--- src/hdl/tpct_pkg.sv ---
// Shared types, codes and constants of the two-phase countdown timer.
package tpct_pkg;

  // Payload widths
  localparam int unsigned MODE_W = 3;
  localparam int unsigned TS_W   = 32;
  localparam int unsigned SEC_W  = 16;
  localparam int unsigned MIN_W  = 11;
  localparam int unsigned SS_W   = 6;
  localparam int unsigned PCT_W  = 7;
  localparam int unsigned CIDX_W = 2;

  // Shared divider geometry
  localparam int unsigned DIV_W  = 32;
  localparam int unsigned DVS_W  = 20;
  localparam int unsigned CNT_W  = $clog2(DIV_W + 1);
  // remaining * 100 needs this many bits
  localparam int unsigned P100_W = SEC_W + 7;

  // Reset values and defaults
  localparam logic [SEC_W-1:0] WORK_RESET         = SEC_W'(1500);
  localparam logic [SEC_W-1:0] BREAK_RESET        = SEC_W'(300);
  localparam int unsigned      MS_PER_SECOND_DEF  = 1000;
  localparam logic [DVS_W-1:0] SECS_PER_MIN       = DVS_W'(60);
  localparam logic [PCT_W-1:0] PCT_FULL           = PCT_W'(100);

  typedef enum logic [MODE_W-1:0] {
    MODE_TICK      = 3'd0,
    MODE_START     = 3'd1,
    MODE_STOP      = 3'd2,
    MODE_RESET     = 3'd3,
    MODE_SEL_WORK  = 3'd4,
    MODE_SEL_BREAK = 3'd5
  } mode_e;

  typedef enum logic [1:0] {
    CHIME_NONE    = 2'd0,
    CHIME_CLICK   = 2'd1,
    CHIME_SUCCESS = 2'd2
  } chime_e;

  typedef enum logic [CIDX_W-1:0] {
    CFG_WORK  = 2'd0,
    CFG_BREAK = 2'd1
  } cfg_idx_e;

  typedef enum logic [2:0] {
    ST_IDLE,
    ST_SEC_RUN,
    ST_MIN_GO,
    ST_MIN_RUN,
    ST_PCT_GO,
    ST_PCT_RUN,
    ST_HOLD
  } ctl_state_e;

  typedef struct packed {
    logic [MODE_W-1:0] mode;
    logic [TS_W-1:0]   now_ms;
  } in_item_t;

  typedef struct packed {
    logic             phase;
    logic             running;
    logic [MIN_W-1:0] minutes_left;
    logic [SS_W-1:0]  seconds_left;
    logic [PCT_W-1:0] percent_left;
    logic [1:0]       chime;
  } out_item_t;

  typedef struct packed {
    logic [CIDX_W-1:0] index;
    logic [SEC_W-1:0]  data;
  } cfg_item_t;

  typedef struct packed {
    logic             start;
    logic [CNT_W-1:0] len;
    logic [DIV_W-1:0] dividend;
    logic [DVS_W-1:0] divisor;
  } div_req_t;

  typedef struct packed {
    logic             done;
    logic [DIV_W-1:0] quot;
    logic [DVS_W-1:0] rem;
  } div_rsp_t;

endpackage

--- src/hdl/tpct_div.sv ---
// Bit-serial restoring divider, one quotient bit per cycle.
module tpct_div (
  input  logic                clk_i,
  input  logic                rst_ni,
  input  tpct_pkg::div_req_t  req_i,
  output tpct_pkg::div_rsp_t  rsp_o
);

  localparam int unsigned DIV_W = tpct_pkg::DIV_W;
  localparam int unsigned DVS_W = tpct_pkg::DVS_W;
  localparam int unsigned CNT_W = tpct_pkg::CNT_W;

  logic             busy_q, busy_d;
  logic             done_q, done_d;
  logic [CNT_W-1:0] cnt_q, cnt_d;
  logic [DIV_W-1:0] acc_q, acc_d;
  logic [DVS_W-1:0] rem_q, rem_d;
  logic [DVS_W-1:0] dvs_q, dvs_d;
  logic [DVS_W+1:0] diff;
  logic             ge;

  // Trial subtract of the divisor from the shifted partial remainder
  assign diff = {1'b0, rem_q, acc_q[DIV_W-1]} - {2'b00, dvs_q};
  assign ge   = ~diff[DVS_W+1];

  // Load on start, shift one bit while busy
  always_comb begin
    busy_d = busy_q;
    done_d = 1'b0;
    cnt_d  = cnt_q;
    acc_d  = acc_q;
    rem_d  = rem_q;
    dvs_d  = dvs_q;
    if (req_i.start) begin
      busy_d = 1'b1;
      cnt_d  = req_i.len;
      acc_d  = req_i.dividend;
      rem_d  = '0;
      dvs_d  = req_i.divisor;
    end else if (busy_q) begin
      acc_d = {acc_q[DIV_W-2:0], ge};
      rem_d = ge ? diff[DVS_W-1:0] : {rem_q[DVS_W-2:0], acc_q[DIV_W-1]};
      cnt_d = cnt_q - CNT_W'(1);
      if (cnt_q == CNT_W'(1)) begin
        busy_d = 1'b0;
        done_d = 1'b1;
      end
    end
  end

  always_ff @(posedge clk_i or negedge rst_ni) begin
    if (!rst_ni) begin
      busy_q <= 1'b0;
      done_q <= 1'b0;
      cnt_q  <= '0;
    end else begin
      busy_q <= busy_d;
      done_q <= done_d;
      cnt_q  <= cnt_d;
    end
  end

  always_ff @(posedge clk_i) begin
    acc_q <= acc_d;
    rem_q <= rem_d;
    dvs_q <= dvs_d;
  end

  assign rsp_o.done = done_q;
  assign rsp_o.quot = acc_q;
  assign rsp_o.rem  = rem_q;

  // The last step always ends the run with a done pulse
  a_last_step: assert property (@(posedge clk_i) disable iff (!rst_ni)
    (busy_q && !req_i.start && cnt_q == CNT_W'(1)) |=> (done_q && !busy_q))
    else $error("divider did not finish after its last step");

endmodule

--- config.mk ---
export PLATFORM = sky130hd
export DESIGN_NAME = tpct_div
export DESIGN_NICKNAME = d
export VERILOG_FILES = /design/src/hdl/tpct_pkg.sv /design/src/hdl/tpct_div.sv
export SDC_FILE = /design/constraint.sdc
export NUM_CORES = 1
export LEC_CHECK = 0
export BUFFER_PORTS_ARGS = -buffer_cell sky130_fd_sc_hd__buf_2
export CAP_MARGIN = 20
export CELL_PAD_IN_SITES_DETAIL_PLACEMENT = 1
export CELL_PAD_IN_SITES_GLOBAL_PLACEMENT = 1
export CORE_ASPECT_RATIO = 0.75
export CORE_UTILIZATION = 41
export CTS_CLUSTER_DIAMETER = 60
export CTS_CLUSTER_SIZE = 40
export DETAILED_ROUTE_END_ITERATION = 10
export GPL_ROUTABILITY_DRIVEN = 0
export PLACE_DENSITY = 0.81
export SLEW_MARGIN = 20
export SYNTH_ARGS = -nofsm -noshare
export SYNTH_HDL_FRONTEND = slang
export SYNTH_SLANG_ARGS = --single-unit
--- constraint.sdc ---
create_clock -name clk_i -period 2.9 [get_ports clk_i]
set_input_delay 0.87 -clock clk_i [delete_from_list [all_inputs] [get_ports clk_i]]
set_output_delay 0.87 -clock clk_i [all_outputs]
set_load 0.02 [all_outputs]
# [After elaboration in Yosys (flattened, before gate mapping)]
# Index checks and enable logic that the tools add are counted.
[classes] n_addsub=2 bitwise_logic=1 shifts=0 order_cmp=0 n_eq_ne=1 multipliers=0 n_reduce_logical=1 mux=11 n_div=0
[op_table] cell="32-bit 2-to-1 mux" count=2
[op_table] cell="21-bit by 20-bit subtractor with 22-bit output" count=1
[op_table] cell="20-bit 2-to-1 mux" count=1
[op_table] cell="6-bit 2-to-1 mux" count=2
[op_table] cell="6-bit by 1-bit equality test with 1-bit output (second input constant)" count=1
[op_table] cell="1-bit 2-to-1 mux" count=6
[op_table] cell="6-bit by 1-bit subtractor with 6-bit output (second input constant)" count=1
[op_table] cell="2-bit nonzero test" count=1
[op_table] cell="1-bit inverter" count=1
[word_totals] word_cells=22 mem_bits_ro=0 mem_bits_rw=0 regBits=80 latchBits=0 memories=0

# [Logic depth before layout (Yosys ltp)]
[logic_depth] ltp_word=4 depth_mapped=10

# [Worst setup path before layout]
# OpenSTA, ideal clock, no wires.
[synth_path] path_kind="input port to flip-flop" from="in req_i[58] (netlist name)" to="reg acc_q[0] (enable)" t_arrival_ns=2.116 path_slack_ns=0.397 path_buffers=2 setup_ns=0.387 path_stages=4 cell_sequence="clkbuf_1 -> nor2_1 -> clkbuf_1 -> inv_1"
[synth_via] elab_chain_len=1
[synth_rtl] item="from (decl)" line="tpct_div.sv:5" text="input tpct_pkg::div_req_t req_i,"
[synth_rtl] item="2-bit nonzero test (no source line)"
[synth_rtl] item="to (signal assigned)" line="tpct_div.sv:64" text="acc_q <= acc_d;"
[synth_rtl] item="to (decl)" line="tpct_div.sv:16" text="logic [DIV_W-1:0] acc_q, acc_d;"
# No other way between the ends.
# A chain may end at the register's enable or synchronous reset.

# [Final worst setup path]
[layout_path] from="reg rem_q[15]" to="reg rem_q[3]"
[layout_via] elab_chain_len=2
[layout_rtl] item="from (decl)" line="tpct_div.sv:17" text="logic [DVS_W-1:0] rem_q, rem_d;"
[layout_rtl] item="from (signal assigned)" line="tpct_div.sv:65" text="rem_q <= rem_d;"
[layout_rtl] item="21-bit by 20-bit subtractor with 22-bit output" line="tpct_div.sv:23" text="assign diff = {1'b0, rem_q, acc_q[DIV_W-1]} - {2'b00, dvs_q};"
[layout_rtl] item="20-bit 2-to-1 mux" line="tpct_div.sv:42" text="rem_d = ge ? diff[DVS_W-1:0] : {rem_q[DVS_W-2:0], acc_q[DIV_W-1]};"
# No other way between the ends.

==> key figures <==
Status
  – Status: finished clean

Logic synthesis
  – Async S/R FF share, synth: 0.100
  – Synth Flop Type: edfxtp_1
  – Sequential area share after synthesis: 0.498
  – Synthesis Warnings: 0
  – Post-synth EDFFs: 52
  – Synth Instances: 384
  – Cell variety after synth: 55
  – Post-Synthesis Cell Area: 4340 µm²
  – Synth Register Bits: 80
  – Avg Synthesized Cell Area: 11.3 µm²
  – Net count after synthesis: 468

Detailed routing
  – First-pass DRT Iterations: 4
  – DR iter-0 viols: 135
  – Post-Route WL: 11200 µm
  – Via-to-Cell Ratio: 5.36
  – Final ANT Viol Nets: 0
  – Vias post-DR: 3452
  – Residual DRC: 0
  – Wire length per cell: 17.4 µm

Timing
  – Clk_skew: 6.65 ps
  – Fmax: 373 MHz
  – Setup TNS: 0 ps
  – Slew headroom: 0.540
  – Ratio of final minimum period to clock period: 0.926
  – Slew Limit Fails: 0
  – WHS: 359 ps
  – Fin. Hold Viols: 0
  – Crit path time final: 2680 ps
  – Finish-stage setup viols: 0
  – RSZ-0062 raised after global routing: no
  – Slew @ Worst Pin: 688 ps

Finish
  – Synth-to-Final Area Change: 24.0%
  – Layout Nets: 587
  – Layout fillers: 1137
  – Ant. Diodes: 0
  – Layout cells sized above 1: 0.348

CTS
  – H-tree Lvls: 3
  – Clock latency on the worst-skew pair: 340 ps
  – CTS Sinks: 80
  – Clock-pin slew on the worst setup and hold paths: 60 ps
  – CTS tree: yes
  – CTS Buf Count: 9
  – Clock root buffer: clkbuf_16
  – CTS Buffer Depth: 2

Power and ir drop
  – Switching Share: 0.392
  – Peak supply drop: 0.400 mV
  – Comb pwr share: 0.440
  – Psw: 0.00199 W
  – Clock share of power: 0.231
  – Internal: 0.00308 W
  – Sequential share of power: 0.328
  – Cell Pwr Density: 943 nW/µm²
  – P_leak: 2.51 nW

GRT
  – Initial antenna violation count: 0
  – Grt total ovfl: 0
  – Vias in the first global route: 3592
  – Largest net degree at the start of global routing: 33
  – Met2 GRT Util: 0.355
  – Met3 usage: 0.0521
  – Total track usage: 0.215
  – GRT busiest layer: met2
  – Global Route met1 Usage: 0.276
  – First-pass GRT wire length: 18400 µm

Die
  – Die area: 11000 µm²
  – Rows: 32
  – Die height: 91.1 µm
  – Core ar.: 10300 µm²
  – Die width: 121 µm
  – Starting Density: 0.422
  – Top Ports: 114

Place
  – PortBufs: 113
  – Hpwl dp: 8380 µm

Setup path
  – CP Max Fanout: 11
  – Worst Setup End Kind: flip-flop
  – Critical path class: flip-flop to flip-flop
  – Arr. time, crit path: 2890 ps
  – Critical path startpoint category: flip-flop
  – CP required: 3100 ps

Hold path
  – Hold crit path type: primary input to asynchronous set/reset pin

Run
  – Max_cap viols: 0
[synth_stat cells (2+ instances only)]
library cell | count | area [µm²]
nor3_1 | 4 | 20.0
inv_1 | 27 | 101
nor2_1 | 25 | 93.8
clkbuf_1 | 8 | 30.0
xnor2_1 | 13 | 114
o21ai_1 | 2 | 10.0
and2_1 | 4 | 25.0
a211oi_1 | 8 | 60.1
o21a_1 | 2 | 15.0
a21o_1 | 10 | 75.1
o311ai_0 | 2 | 17.5
o21bai_1 | 2 | 15.0
nand2b_1 | 8 | 50.1
a31oi_1 | 4 | 25.0
mux2_2 | 32 | 360
nor2b_1 | 3 | 18.8
nor4_1 | 2 | 12.5
buf_1 | 5 | 18.8
dfxtp_1 | 20 | 400
and3_1 | 2 | 12.5
mux2i_1 | 15 | 150
ha_1 | 22 | 275
o21ai_0 | 15 | 75.1
xor2_1 | 7 | 61.3
a22o_1 | 3 | 26.3
a21oi_1 | 18 | 90.1
nand3_1 | 6 | 30.0
buf_4 | 2 | 15.0
a32oi_1 | 3 | 26.3
o31ai_1 | 4 | 30.0
edfxtp_1 | 52 | 1560
nand2_1 | 24 | 90.1
dfrtp_1 | 8 | 200
[flip-flops by register name, summed over array words and instances, names as in the netlist]
name / count
cnt_q: 6
busy_q: 1
dvs_q: 20
rem_q: 20
acc_q: 32
done_q: 1
[critical path, stage by stage, from the launching register on]
cell and delay (ps):
dfxtp_1 350, ha_1 410, a21oi_1 270, o21ai_1 130
a22o_1 200, nand2b_1 180, a31oi_4 410, buf_4 250
mux2i_1 230, a211oi_1 90
[power groups by stage]
stage / Clock (W) / Combinational, W / Sequential [W]
6_report: 0.00117 / 0.00223 / 0.00166
2_1_floorplan: 0 / 0.00139 / 0.00187
5_1_grt: 0.00124 / 0.00244 / 0.00170
3_5_place_dp: 0 / 0.00220 / 0.00169
4_1_cts: 0.00121 / 0.00223 / 0.00167
3_3_place_gp: 0 / 0.00211 / 0.00167
[area by class of cell]
class	count	area (µm²)	share of cell area
flip-flops and latches	80	2160	0.402
multi-input cells	261	2000	0.371
well taps	136	170	0.0316
inverters	27	101	0.0188
clock inverters	7	77.6	0.0144
clock buffers	9	225	0.0419
repair buffers	124	648	0.120
[what timing repair did]
| item | in CTS | in global routing |
|---|---|---|
| endpoints found under the setup margin | 0 | 2 |
| hold buffers | 0 | 0 |
| setup buffers | 0 | 1 |
| endpoints found under the hold margin | 0 | 0 |
| gates resized for setup | 0 | 1 |
[logic make-up after synthesis]
logic type / after synthesis / share of synthesized area
adder cells (fa/ha/maj): 23 / 0.0681
buffers and inverters: 43 / 0.0415
XOR/XNOR: 20 / 0.0404
flip-flops: 80 / 0.498
AO/OA/AOI/OAI: 85 / 0.138
AND/OR/NAND/NOR: 86 / 0.0960
multiplexers: 47 / 0.118
[metal layers]
layer / vias to the layer above / routed length, µm
li1: 1645 / -
met1: 1709 / 5100
met3: 18 / 442
met4: 0 / 197
met5: - / 0
met2: 80 / 5440
[worst paths after layout]
check	startpoint	end	slack (ps)	cells past startpoint
max reg2reg	rem_q[15]$_SDFFE_PP0P_	rem_q[3]$_SDFFE_PP0P_	220	9
max in group asynchronous	rst_ni	cnt_q[2]$_DFFE_PN0P_	2370	1
max	rem_q[15]$_SDFFE_PP0P_	rem_q[3]$_SDFFE_PP0P_	220	9
min	rst_ni	cnt_q[0]$_DFFE_PN0P_	360	1
min in group clk_i	rem_q[19]$_SDFFE_PP0P_	rem_q[19]$_SDFFE_PP0P_	520	2
min reg2reg	rem_q[19]$_SDFFE_PP0P_	rem_q[19]$_SDFFE_PP0P_	520	2
[stage by stage]
step	power, W	std cells	utilization	setup WS [ps]	instance area (µm²)
after floorplan	0.00326	384	-	397	4340
after global placement	0.00379	627	0.493	316	5070
after global routing	0.00538	644	0.523	24.2	5380
after CTS	0.00510	643	0.522	193	5370
after detailed placement	0.00389	627	0.493	258	5070
final	0.00507	644	0.523	215	5380
[layout by cell type (no fill, tap or decap), types with 7 or more instances in the layout]
cell,n
dfrtp_1,8
mux2_2,32
dfxtp_1,20
a211oi_1,8
xor2_1,7
xnor2_1,13
nand2_1,24
buf_4,11
edfxtp_1,52
clkbuf_16,9
inv_1,27
o21ai_0,15
nor2_1,25
ha_1,22
buf_2,113
nand2b_1,8
a21oi_1,18
mux2i_1,15
a21o_1,10
No activity file was read; power rests on OpenSTA's default activity.
